$ cat config.mk
export PLATFORM = sky130hd
export DESIGN_NAME = dtw_back
export DESIGN_NICKNAME = d
export VERILOG_FILES = /design/src/hw/rtl/dtw_pkg.sv /design/src/hw/rtl/dtw_back.sv
export SDC_FILE = /design/constraint.sdc
export NUM_CORES = 1
export LEC_CHECK = 0
export ABC_AREA = 1
export ABC_CLOCK_PERIOD_IN_PS = 13050
export BUFFER_PORTS_ARGS = -buffer_cell sky130_fd_sc_hd__buf_2
export CAP_MARGIN = 40
export CORE_AREA = 2 2 136 138
export CTS_BUF_LIST = sky130_fd_sc_hd__clkbuf_2 sky130_fd_sc_hd__clkbuf_4 sky130_fd_sc_hd__clkbuf_8
export DETAILED_ROUTE_END_ITERATION = 16
export DIE_AREA = 0 0 138 140
export PLACE_DENSITY = 0.77
export SLEW_MARGIN = 5
export SYNTH_ARGS = -nofsm -noshare
export SYNTH_HDL_FRONTEND = slang
export SYNTH_SLANG_ARGS = --single-unit
$ cat constraint.sdc
create_clock -name clk -period 13.05 [get_ports clk]
set_input_delay 1.9575 -clock clk [delete_from_list [all_inputs] [get_ports clk]]
set_output_delay 1.9575 -clock clk [all_outputs]
set_load 0.05 [all_outputs]
$ cat src/hw/rtl/dtw_pkg.sv
`default_nettype none

package dtw_pkg;

  localparam logic [1:0] OP_LOAD  = 2'd0;
  localparam logic [1:0] OP_START = 2'd1;
  localparam logic [1:0] OP_STEP  = 2'd2;

  localparam logic [1:0] OC_CORRECT = 2'd0;
  localparam logic [1:0] OC_ERROR   = 2'd1;
  localparam logic [1:0] OC_SLOW    = 2'd2;

  localparam logic [1:0] CFG_BOUND      = 2'd0;
  localparam logic [1:0] CFG_NOISE_GAIN = 2'd1;
  localparam logic [1:0] CFG_RT_LIMIT   = 2'd2;
  localparam logic [1:0] CFG_STEPS      = 2'd3;

  localparam logic [30:0] BOUND_RST      = 31'd4915200;
  localparam logic [15:0] NOISE_GAIN_RST = 16'd1024;
  localparam logic [16:0] RT_LIMIT_RST   = 17'd40960;
  localparam logic [10:0] STEPS_RST      = 11'd1000;

  // queue between front and back
  localparam int QDEPTH = 4;
  localparam int QPTR_W = 2;
  localparam int QCNT_W = 3;

  typedef struct packed {
    logic [30:0] bound;
    logic [15:0] noise_gain;
    logic [16:0] rt_limit;
    logic [10:0] steps_per_trial;
  } cfg_t;

  typedef struct packed {
    logic               is_start;
    logic [10:0]        idx;
    logic signed [33:0] data;      // start point, or table + drift + noise increment
    logic [15:0]        residual;
  } qent_t;

endpackage

`default_nettype wire

$ cat src/hw/rtl/dtw_back.sv
`default_nettype none

module dtw_back (
  input  wire logic           clk,
  input  wire logic           rst_n,
  input  wire dtw_pkg::cfg_t  cfg,
  input  wire dtw_pkg::qent_t head,
  input  wire logic           head_valid,
  output logic                pop,
  output logic                out_valid,
  input  wire logic           out_ready,
  output logic [1:0]          out_outcome,
  output logic [16:0]         out_response_time
);
  import dtw_pkg::*;

  logic signed [31:0] act_r;
  logic [15:0]        res_r;
  logic               decided_r;
  logic               out_v_r;
  logic [1:0]         oc_r;
  logic [16:0]        rt_r;

  logic               out_free;
  logic               live_step;
  logic               new_res;
  logic signed [34:0] sum;
  logic signed [31:0] sat;
  logic signed [32:0] sat_ext;
  logic signed [32:0] bnd;
  logic               cross_hi;
  logic               cross_lo;
  logic [16:0]        rt;
  logic [1:0]         oc;

  assign out_free  = !out_v_r || out_ready;
  assign pop       = head_valid && (head.is_start || decided_r || out_free);
  assign live_step = pop && !head.is_start && !decided_r;

  assign sum = 35'(act_r) + 35'(head.data);

  always_comb begin
    if (sum > 35'sd2147483647) begin
      sat = 32'sh7fffffff;
    end else if (sum < -35'sd2147483648) begin
      sat = 32'sh80000000;
    end else begin
      sat = sum[31:0];
    end
  end

  assign sat_ext  = 33'(sat);
  assign bnd      = $signed({2'b00, cfg.bound});
  assign cross_hi = sat_ext > bnd;
  assign cross_lo = sat_ext < -bnd;
  assign new_res  = live_step && (cross_hi || cross_lo);

  assign rt = ((17'(head.idx) + 17'd1) << 4) + 17'(res_r);

  always_comb begin
    if (rt >= cfg.rt_limit) begin
      oc = OC_SLOW;
    end else if (cross_hi) begin
      oc = OC_CORRECT;
    end else begin
      oc = OC_ERROR;
    end
  end

  always_ff @(posedge clk) begin
    if (!rst_n) begin
      act_r     <= '0;
      res_r     <= '0;
      decided_r <= 1'b1;
      out_v_r   <= 1'b0;
    end else begin
      if (pop && head.is_start) begin
        act_r     <= head.data[31:0];
        res_r     <= head.residual;
        decided_r <= 1'b0;
      end else if (live_step) begin
        act_r <= sat;
        if (new_res) begin
          decided_r <= 1'b1;
        end
      end
      if (new_res) begin
        out_v_r <= 1'b1;
      end else if (out_ready) begin
        out_v_r <= 1'b0;
      end
    end
  end

  always_ff @(posedge clk) begin
    if (new_res) begin
      oc_r <= oc;
      rt_r <= rt;
    end
  end

  assign out_valid         = out_v_r;
  assign out_outcome       = oc_r;
  assign out_response_time = rt_r;

  a_start_opens: assert property (@(posedge clk) disable iff (!rst_n)
    (pop && head.is_start) |=> !decided_r)
    else $error("start word did not open a trial");

  a_result_closes: assert property (@(posedge clk) disable iff (!rst_n)
    new_res |=> decided_r && out_v_r)
    else $error("crossing did not close the trial");

  a_decided_sticky: assert property (@(posedge clk) disable iff (!rst_n)
    (decided_r && !(pop && head.is_start)) |=> decided_r && !new_res)
    else $error("closed trial reopened without start");

endmodule

`default_nettype wire

==> impl_metrics.json <==
{
  "mostFrequentLayoutCell": "nand2_1",
  "final_cell_mix": "nand2_1 (279), buf_2 (134), inv_1 (125)",
  "tightest_slew_ns": 0.794,
  "port_buffers": 134,
  "fmax_ghz": 0.141,
  "hold_viol_final": 0,
  "track_usage": 0.229,
  "path_max_fanout": 34,
  "r2r_start": "act_r[0]",
  "synth_flop_cell": "dfxtp_1",
  "worst_path_largest_cell_delay_ns": 0.61,
  "cts_max_level": 3,
  "drtIter0Drc": 354,
  "cts_buffers": 9,
  "power_mw": 0.828,
  "wire_per_inst_um": 14.7,
  "hold_path_depth": 0,
  "yosysSeqAreaShare": 0.200,
  "synth-edff-count": 19,
  "multi_input_area_mm2": 0.00570,
  "hp-start": "res_r[0]",
  "async_flop_share": 0,
  "clock-sinks": 69,
  "yosys-top-cells-area": "ha_1 (20%), nand2_1 (13%), dfxtp_1 (13%)",
  "die_area_mm2": 0.0193,
  "antenna_found_initial": 0,
  "cpMaxStageDelayCell": "inv_1",
  "dieWidth_um": 138,
  "drive_above_1_share": 0.173,
  "synth_area_leader_cell": "ha_1",
  "crit_path_frequent_cell": "nand2_1",
  "power.density_mw_per_mm2": 91.2,
  "synthMuxAreaShare": 0,
  "syn_nets": 1407,
  "fin_hold_ws_ns": 0.440,
  "synthXorXnorAreaFrac": 0.0802,
  "place_inst": 1487,
  "postLayoutCoreUtil": 0.510,
  "gp_congestion": 0.998,
  "grt_setup_unrepaired": "false",
  "cts_tree": "yes",
  "syn_to_final_growth_pct": 15.4,
  "slew_viol_final": 0,
  "status": "finished, final reports clean",
  "finalSetupViolations": 0,
  "clkLatencyLatePin_ns": 0.38,
  "drc": 0,
  "final_area_mm2": 0.00908,
  "leakage_nw": 4.45,
  "clock_skew_ns": 0.00991,
  "period_share": 0.545,
  "place_worst_setup_slack_ns": 5.64,
  "vias": 7911,
  "ys_ff_latch": 69,
  "r2r_cells": 28,
  "synth_top_family_by_area": "simple AND/OR/NAND/NOR gates",
  "ys_warn_count": 0,
  "final-seq-area_mm2": 0.00157,
  "setup.worst_path.class": "in2reg",
  "cts_hold_buf": 0,
  "yosysTopAreaCellShare": 0.197,
  "synth_simple_gate_area_frac": 0.275,
  "ff2ff_setup_slack_ns": 7.25,
  "cp_data_arrival_time_ns": 7.13,
  "syn_area_per_cell_um2": 6.90,
  "drtAntennaViolNets": 0,
  "hp-class": "reg2reg",
  "ir_worst_vdd_v": 0.0000557,
  "setup_tns_ns": 0,
  "start_util": 0.442,
  "drt-vias-per-instance": 5.26,
  "rr_endpoint": "out_response_time[6]",
  "die_y_um": 140,
  "cts_resized": 0,
  "root_buffer": "clkbuf_8",
  "clk_pin_slew_worst_paths_ns": 0.08,
  "stdcell_count": 1504,
  "crit_required_ns": 13.06,
  "grt_max_degree": 35,
  "synth-compound-area-share": 0.167,
  "routed_wl_um": 22100,
  "core.rowCount": 49,
  "min_to": "out_response_time[0]",
  "fillers": 1759,
  "grt_pass1_wl_um": 36600,
  "dr.pass1.iters": 6,
  "synth_fa_ha_area_frac": 0.202,
  "grt.overflow.total": 0,
  "cts_setup_buffers": 0,
  "core_mm2": 0.0178,
  "place_area_mm2": 0.00888,
  "first_global_vias": 7833,
  "endpoint_kind": "flop",
  "relSlewSlack": 0.470,
  "synth_cell_types": 48,
  "layout_min_cycle_time_ns": 7.12,
  "dp_hpwl_um": 18400,
  "maxCapViolCount": 0,
  "fin_nets": 1536,
  "setup_ws_ns": 5.93,
  "clk_path_buf_depth": 2,
  "syn-cell-area_mm2": 0.00787,
  "pin_count": 162,
  "crit_path_start_kind": "input pin",
  "synthCells": 1140
}
[sequential cells by signal, indices dropped and copies added, names as in the netlist]
register	flops
out_outcome	2
out_valid	1
act_r	32
decided_r	1
res_r	16
out_response_time	17
[report_power, final]
part,switching (mW),internal (mW),total (mW)
clock network,0.0964,0.0904,0.187
logic,0.249,0.151,0.401
registers,0.00633,0.234,0.240
[layout make-up]
type,instances,area share
Multi-Input combinational cell,913,0.628
Clock buffer,10,0.0145
Inverter,136,0.0562
Sequential cell,69,0.173
Clock inverter,6,0.00717
Tap cell,229,0.0316
Timing Repair Buffer,140,0.0891
Antenna cell,1,0.000276
[cell usage after synthesis, types with 6 or more instances]
cell type,n
nand2_1,279
inv_1,125
ha_1,124
nor2_1,92
a21oi_1,86
o21ai_0,62
dfxtp_1,50
xor2_1,44
a31oi_1,37
nand3_1,33
xnor2_1,28
nand2_2,21
edfxtp_1,19
clkbuf_1,17
o21ai_1,12
inv_2,11
nand4_1,11
nor3_1,9
o21bai_1,8
a211oi_1,7
nor2_2,6
[cells by family (layout without fill, tap and decap cells)]
logic type,count (synthesis),in the layout
other,0,1
adder cells (fa/ha/maj),126,126
flip-flops,69,69
buffers and inverters,158,292
XOR/XNOR,72,72
AND/OR/NAND/NOR,483,483
AO/OA/AOI/OAI,232,232
[worst max-delay path by stage]
stage,slack [ns],from,endpoint
after floorplan,6.76,head[16],out_outcome[0]
after global placement,5.33,head[16],out_response_time[1]
after detailed placement,5.64,head[16],out_response_time[1]
after CTS,6.05,head[16],out_response_time[0]
after global routing,5.45,head[16],out_response_time[6]
final,5.93,head[16],out_response_time[6]
[critical path: cells and delay by family]
kind | cells | cell delay, ns
adders and majority gates | 3 | 1.00
AOI/OAI and AO/OA | 5 | 1.31
buffers and inverters | 4 | 0.84
and+or+nand+nor | 17 | 2.00
[routing by layer]
| metal | GRT usage | vias up | share of wire | wire length [µm] |
|---|---|---|---|---|
| met4 | 0.0575 | 0 | 0.017 | 370 |
| met1 | 0.287 | 3569 | 0.45 | 9860 |
| met5 | 0 | - | 0 | 0 |
| li1 | - | 4097 | - | - |
| met2 | 0.411 | 216 | 0.48 | 10600 |
| met3 | 0.0373 | 29 | 0.059 | 1310 |
No activity file was read; power rests on OpenSTA's default activity.
