<file path="config.mk">
export PLATFORM = sky130hd
export DESIGN_NAME = dtw_fifo
export DESIGN_NICKNAME = d
export VERILOG_FILES = /design/src/hw/rtl/dtw_pkg.sv /design/src/hw/rtl/dtw_fifo.sv
export SDC_FILE = /design/constraint.sdc
export NUM_CORES = 1
export LEC_CHECK = 0
export BUFFER_PORTS_ARGS = -buffer_cell sky130_fd_sc_hd__buf_2
export CAP_MARGIN = 20
export CORE_MARGIN = 1
export CORE_UTILIZATION = 60
export DETAILED_ROUTE_END_ITERATION = 8
export GPL_ROUTABILITY_DRIVEN = 0
export PLACE_DENSITY = 0.8
export SYNTH_ARGS = -nofsm -noshare
export SYNTH_HDL_FRONTEND = slang
export SYNTH_SLANG_ARGS = --single-unit
</file>
<file path="constraint.sdc">
create_clock -name clk -period 6.9 [get_ports clk]
set_input_delay 0.345 -clock clk [delete_from_list [all_inputs] [get_ports clk]]
set_output_delay 0.345 -clock clk [all_outputs]
set_load 0.1 [all_outputs]
</file>
<file path="src/hw/rtl/dtw_pkg.sv">
`default_nettype none

package dtw_pkg;

  localparam logic [1:0] OP_LOAD  = 2'd0;
  localparam logic [1:0] OP_START = 2'd1;
  localparam logic [1:0] OP_STEP  = 2'd2;

  localparam logic [1:0] OC_CORRECT = 2'd0;
  localparam logic [1:0] OC_ERROR   = 2'd1;
  localparam logic [1:0] OC_SLOW    = 2'd2;

  localparam logic [1:0] CFG_BOUND      = 2'd0;
  localparam logic [1:0] CFG_NOISE_GAIN = 2'd1;
  localparam logic [1:0] CFG_RT_LIMIT   = 2'd2;
  localparam logic [1:0] CFG_STEPS      = 2'd3;

  localparam logic [30:0] BOUND_RST      = 31'd4915200;
  localparam logic [15:0] NOISE_GAIN_RST = 16'd1024;
  localparam logic [16:0] RT_LIMIT_RST   = 17'd40960;
  localparam logic [10:0] STEPS_RST      = 11'd1000;

  // queue between front and back
  localparam int QDEPTH = 4;
  localparam int QPTR_W = 2;
  localparam int QCNT_W = 3;

  typedef struct packed {
    logic [30:0] bound;
    logic [15:0] noise_gain;
    logic [16:0] rt_limit;
    logic [10:0] steps_per_trial;
  } cfg_t;

  typedef struct packed {
    logic               is_start;
    logic [10:0]        idx;
    logic signed [33:0] data;      // start point, or table + drift + noise increment
    logic [15:0]        residual;
  } qent_t;

endpackage

`default_nettype wire

</file>
<file path="src/hw/rtl/dtw_fifo.sv">
`default_nettype none

module dtw_fifo (
  input  wire logic                       clk,
  input  wire logic                       rst_n,
  input  wire logic                       push,
  input  wire dtw_pkg::qent_t             push_data,
  input  wire logic                       pop,
  output dtw_pkg::qent_t                  head,
  output logic                            head_valid,
  output logic [dtw_pkg::QCNT_W-1:0]      count
);
  import dtw_pkg::*;

  qent_t             mem_r [QDEPTH];
  logic [QPTR_W-1:0] wr_ptr_r;
  logic [QPTR_W-1:0] rd_ptr_r;
  logic [QCNT_W-1:0] cnt_r;

  assign head       = mem_r[rd_ptr_r];
  assign head_valid = cnt_r != '0;
  assign count      = cnt_r;

  always_ff @(posedge clk) begin
    if (!rst_n) begin
      wr_ptr_r <= '0;
      rd_ptr_r <= '0;
      cnt_r    <= '0;
    end else begin
      if (push) begin
        wr_ptr_r <= wr_ptr_r + QPTR_W'(1);
      end
      if (pop) begin
        rd_ptr_r <= rd_ptr_r + QPTR_W'(1);
      end
      if (push && !pop) begin
        cnt_r <= cnt_r + QCNT_W'(1);
      end else if (pop && !push) begin
        cnt_r <= cnt_r - QCNT_W'(1);
      end
    end
  end

  always_ff @(posedge clk) begin
    if (push) begin
      mem_r[wr_ptr_r] <= push_data;
    end
  end

  a_no_overflow: assert property (@(posedge clk) disable iff (!rst_n)
    push |-> (cnt_r < QCNT_W'(QDEPTH)) || pop)
    else $error("word pushed into full queue");

  a_no_underflow: assert property (@(posedge clk) disable iff (!rst_n)
    pop |-> cnt_r != '0)
    else $error("word popped from empty queue");

  a_count_bound: assert property (@(posedge clk) disable iff (!rst_n)
    cnt_r <= QCNT_W'(QDEPTH))
    else $error("queue count beyond depth");

endmodule

`default_nettype wire

</file>
==> reports/summary.txt <==
========================================================================================
Hold-critical path depth ..................................................            1
Setup repair after global routing missed its margin .......................           no
Cell at the root of the clock tree ........................................ sky130_fd_sc_hd__clkbuf_16
Synthesized instance count ................................................          366
Run status ................................................................    completed
Sequence of cells on the critical path .................................... buf_4 > mux4_1 > buf_2
H-tree depth reported by CTS ..............................................            1
Longest individual stage delay on the worst path ..........................      0.74 ns
Portion of the clock cycle consumed by the worst path in the final layout .        0.466
Leakage ...................................................................      3.73 nW
Chip width ................................................................       128 µm
Worst hold path endpoint .................................................. mem_r[3][20]
Shortest period the worst path allows .....................................      3.21 ns
Post-synth design cell area ...............................................     9460 µm²
Routed metal-1 wire length ................................................      6.36 mm
Sequential fraction of the synthesis area .................................        0.807
Number of setup violations in the final report ............................            0
Post CTS Setup Buffer Count ...............................................            0
Count of different cell masters after synthesis ...........................           20
Via density ...............................................................         5.65
Routed WL .................................................................      15.7 mm
Placed Cells ..............................................................          695
Count of placed standard cells in the final layout, fillers left out ......          741
Via count of the first global-routing pass ................................         4530
CP startpoint kind ........................................................         flop
Wire length on met3 .......................................................      1.10 mm
Critical path peak fanout .................................................           33
Max-slew headroom .........................................................        0.362
Cells resized by post-CTS repair ..........................................            0
Mean instance size in the synthesized netlist .............................     25.8 µm²
Overall global routing resource usage .....................................        0.201
DIE AREA ..................................................................    16300 µm²
Via count .................................................................         4187
Total power density per cell area .........................................   347 nW/µm²
Clock Latency Late Sink ...................................................      0.51 ns
DRC Markers ...............................................................            0
Highest achievable clock rate .............................................      311 MHz
Number of filler instances in the final layout ............................          929
Met2 Routed Length ........................................................      8.06 mm
Site row count ............................................................           45
Reg-to-reg slack, setup ...................................................      5.13 ns
Reg-to-Reg End ............................................................ mem_r[2][46]
Origin of the critical flop-to-flop path ..................................  wr_ptr_r[0]
Final Hold Vio Count ......................................................            0
Register bit count reported by yosys ......................................          257
Fin Clk Skew ..............................................................    0.0119 ns
Pin count of the biggest net entering global routing ......................           63
Reg clk slew, reported paths ..............................................      0.06 ns
Initial antenna violation count ...........................................            2
Hold Buf Count CTS ........................................................            0
Worst-case vdd ir drop ....................................................   0.000236 V
Max-cap check violation count .............................................            0
Routed wire length per instance ...........................................      21.2 µm
Global-route wire length before repair ....................................      24.2 mm
Synthesis-to-layout area growth ...........................................        16.3%
Number of top-level design ports ..........................................          132
Crit path required time ...................................................      6.55 ns
Post-detailed-route count of antenna-violating nets .......................            0
Highest metal layer with signal wires .....................................         met4
Clock buffer count from CTS ...............................................           25
DPL Wire Length ...........................................................      8.55 mm
Pre-Repair DR Iteration Count .............................................            5
Die H .....................................................................       128 µm
Post-route setup TNS ......................................................         0 ns
Port Buffer Count .........................................................          131
Hold_sp ................................................................... push_data[20]
Share of final-layout standard cells stronger than drive strength 1 .......        0.432
Arrival time reported for the critical path endpoint ......................      2.87 ns
Post-synth net total ......................................................          438
CTS Sinks .................................................................          257
Worst-Margin Slew .........................................................     0.957 ns
Crit end category .........................................................  output port
CORE AREA .................................................................    15300 µm²
Effective utilization at floorplan ........................................        0.617
Start-to-end type of the worst setup path ................................. flop to output port
Worst min path class ...................................................... primary input to flop
Initial detailed-routing violation count ..................................          287
FF-to-FF path depth .......................................................            3
Library cell contributing the largest single delay on the critical path ... sky130_fd_sc_hd__dfxtp_4
Global route total overflow ...............................................            0
Final Max Slew Viols ......................................................            0
CTS tree ..................................................................         done
Warning count from the yosys run ..........................................            0
Nets ......................................................................          583
Bufs on Longest Clock Path ................................................            3
========================================================================================
-- layout make-up --
| cell class | instances | area (µm²) | share of cell area |
|---|---|---|---|
| antenna | 2 | 5.00 | 0.000455 |
| clock buffer | 32 | 652 | 0.0593 |
| clock inverter | 12 | 105 | 0.00956 |
| inverter | 4 | 15.0 | 0.00137 |
| multi-input combinational | 91 | 1660 | 0.151 |
| sequential | 257 | 7630 | 0.694 |
| tap | 211 | 264 | 0.0240 |
| timing repair buffer | 132 | 663 | 0.0603 |
-- synth_stat cells --
master | number | area (µm²)
sky130_fd_sc_hd__nor2b_1 | 2 | 12.5
sky130_fd_sc_hd__a21boi_0 | 1 | 7.51
sky130_fd_sc_hd__mux4_2 | 60 | 1350
sky130_fd_sc_hd__clkbuf_1 | 1 | 3.75
sky130_fd_sc_hd__mux4_1 | 2 | 52.6
sky130_fd_sc_hd__buf_2 | 6 | 30.0
sky130_fd_sc_hd__and2_1 | 9 | 56.3
sky130_fd_sc_hd__o21ai_0 | 1 | 5.00
sky130_fd_sc_hd__ha_1 | 5 | 62.6
sky130_fd_sc_hd__inv_1 | 4 | 15.0
sky130_fd_sc_hd__nand2_1 | 1 | 3.75
sky130_fd_sc_hd__buf_12 | 6 | 120
sky130_fd_sc_hd__mux2i_1 | 2 | 20.0
sky130_fd_sc_hd__edfxtp_1 | 248 | 7450
sky130_fd_sc_hd__xnor2_1 | 2 | 17.5
sky130_fd_sc_hd__or3_1 | 2 | 12.5
sky130_fd_sc_hd__buf_6 | 1 | 11.3
sky130_fd_sc_hd__xor2_1 | 3 | 26.3
sky130_fd_sc_hd__dfxtp_1 | 9 | 180
sky130_fd_sc_hd__fa_1 | 1 | 20.0
-- cell families after synthesis --
group / Yosys count / synth area share
xor+xnor: 5 / 0.00463
compound gates: 2 / 0.00132
fa+ha+maj: 6 / 0.00873
mux: 64 / 0.151
simple gates: 14 / 0.00900
flops: 257 / 0.807
buf+inv: 18 / 0.0191
-- flip-flops by register name (all words and copies together), names as in the netlist, named ones only --
register,count
mem_r,248
rd_ptr_r,2
wr_ptr_r,2
count,3
-- worst max-delay path by stage --
stage	from	to	slack [ns]	depth (start not counted)
final	flop	head[51]	3.69	3
after global routing	flop	head[51]	3.44	3
after CTS	flop	head[51]	3.56	3
after detailed placement	flop	head[51]	4.10	3
after global placement	flop	head[51]	4.11	3
after floorplan	wr_ptr_r[0]	mem_r[0][0]	4.47	3
-- metal layers --
metal / GRT usage / up-vias
li1: - / 1846
met1: 0.272 / 2179
met2: 0.332 / 143
met3: 0.0469 / 19
met4: 0.0574 / 0
met5: 0 / -
-- through the flow --
stage               total power [W]  area [µm²]   util  hold WS [ns]  setup WS (ns)
finish                      0.00381       11000  0.718        0.0483           3.69
global route                0.00393       11000  0.718        0.0365           3.44
CTS                         0.00384       11000  0.718        0.0277           3.56
detailed placement          0.00259       10200  0.668         0.518           4.10
global placement            0.00258       10200  0.668         0.485           4.11
floorplan                   0.00248        9460      -         0.444           4.47
-- where the power goes --
part | switching [W] | leakage [nW] | internal [W]
Sequential | 0.0000421 | 2.35 | 0.00179
Clock | 0.000520 | 0.368 | 0.000738
Combinational | 0.000570 | 1.00 | 0.000148
-- critical path: cells and delay by family (launching register included) --
kind                   cells  cell delay, ns
buffers and inverters      2            0.96
DFF                        1            0.74
muxes                      1            0.64
-- placed cells by master, fill, tap and decap left out, types with 2 or more instances in the layout --
master                        n
sky130_fd_sc_hd__mux4_1       2
sky130_fd_sc_hd__clkbuf_16   25
sky130_fd_sc_hd__mux2i_1      2
sky130_fd_sc_hd__buf_2      131
sky130_fd_sc_hd__clkinv_1     7
sky130_fd_sc_hd__dfxtp_4      2
sky130_fd_sc_hd__mux4_2      60
sky130_fd_sc_hd__ha_1         5
sky130_fd_sc_hd__clkinv_2     2
sky130_fd_sc_hd__or3_1        2
sky130_fd_sc_hd__inv_1        4
sky130_fd_sc_hd__nor2b_1      2
sky130_fd_sc_hd__bufinv_16    2
sky130_fd_sc_hd__diode_2      2
sky130_fd_sc_hd__edfxtp_1   248
sky130_fd_sc_hd__clkbuf_1     7
sky130_fd_sc_hd__xor2_1       3
sky130_fd_sc_hd__and2_4       4
sky130_fd_sc_hd__dfxtp_1      7
sky130_fd_sc_hd__xnor2_1      2
sky130_fd_sc_hd__and2_1       5
No activity file was read; power rests on OpenSTA's default activity.
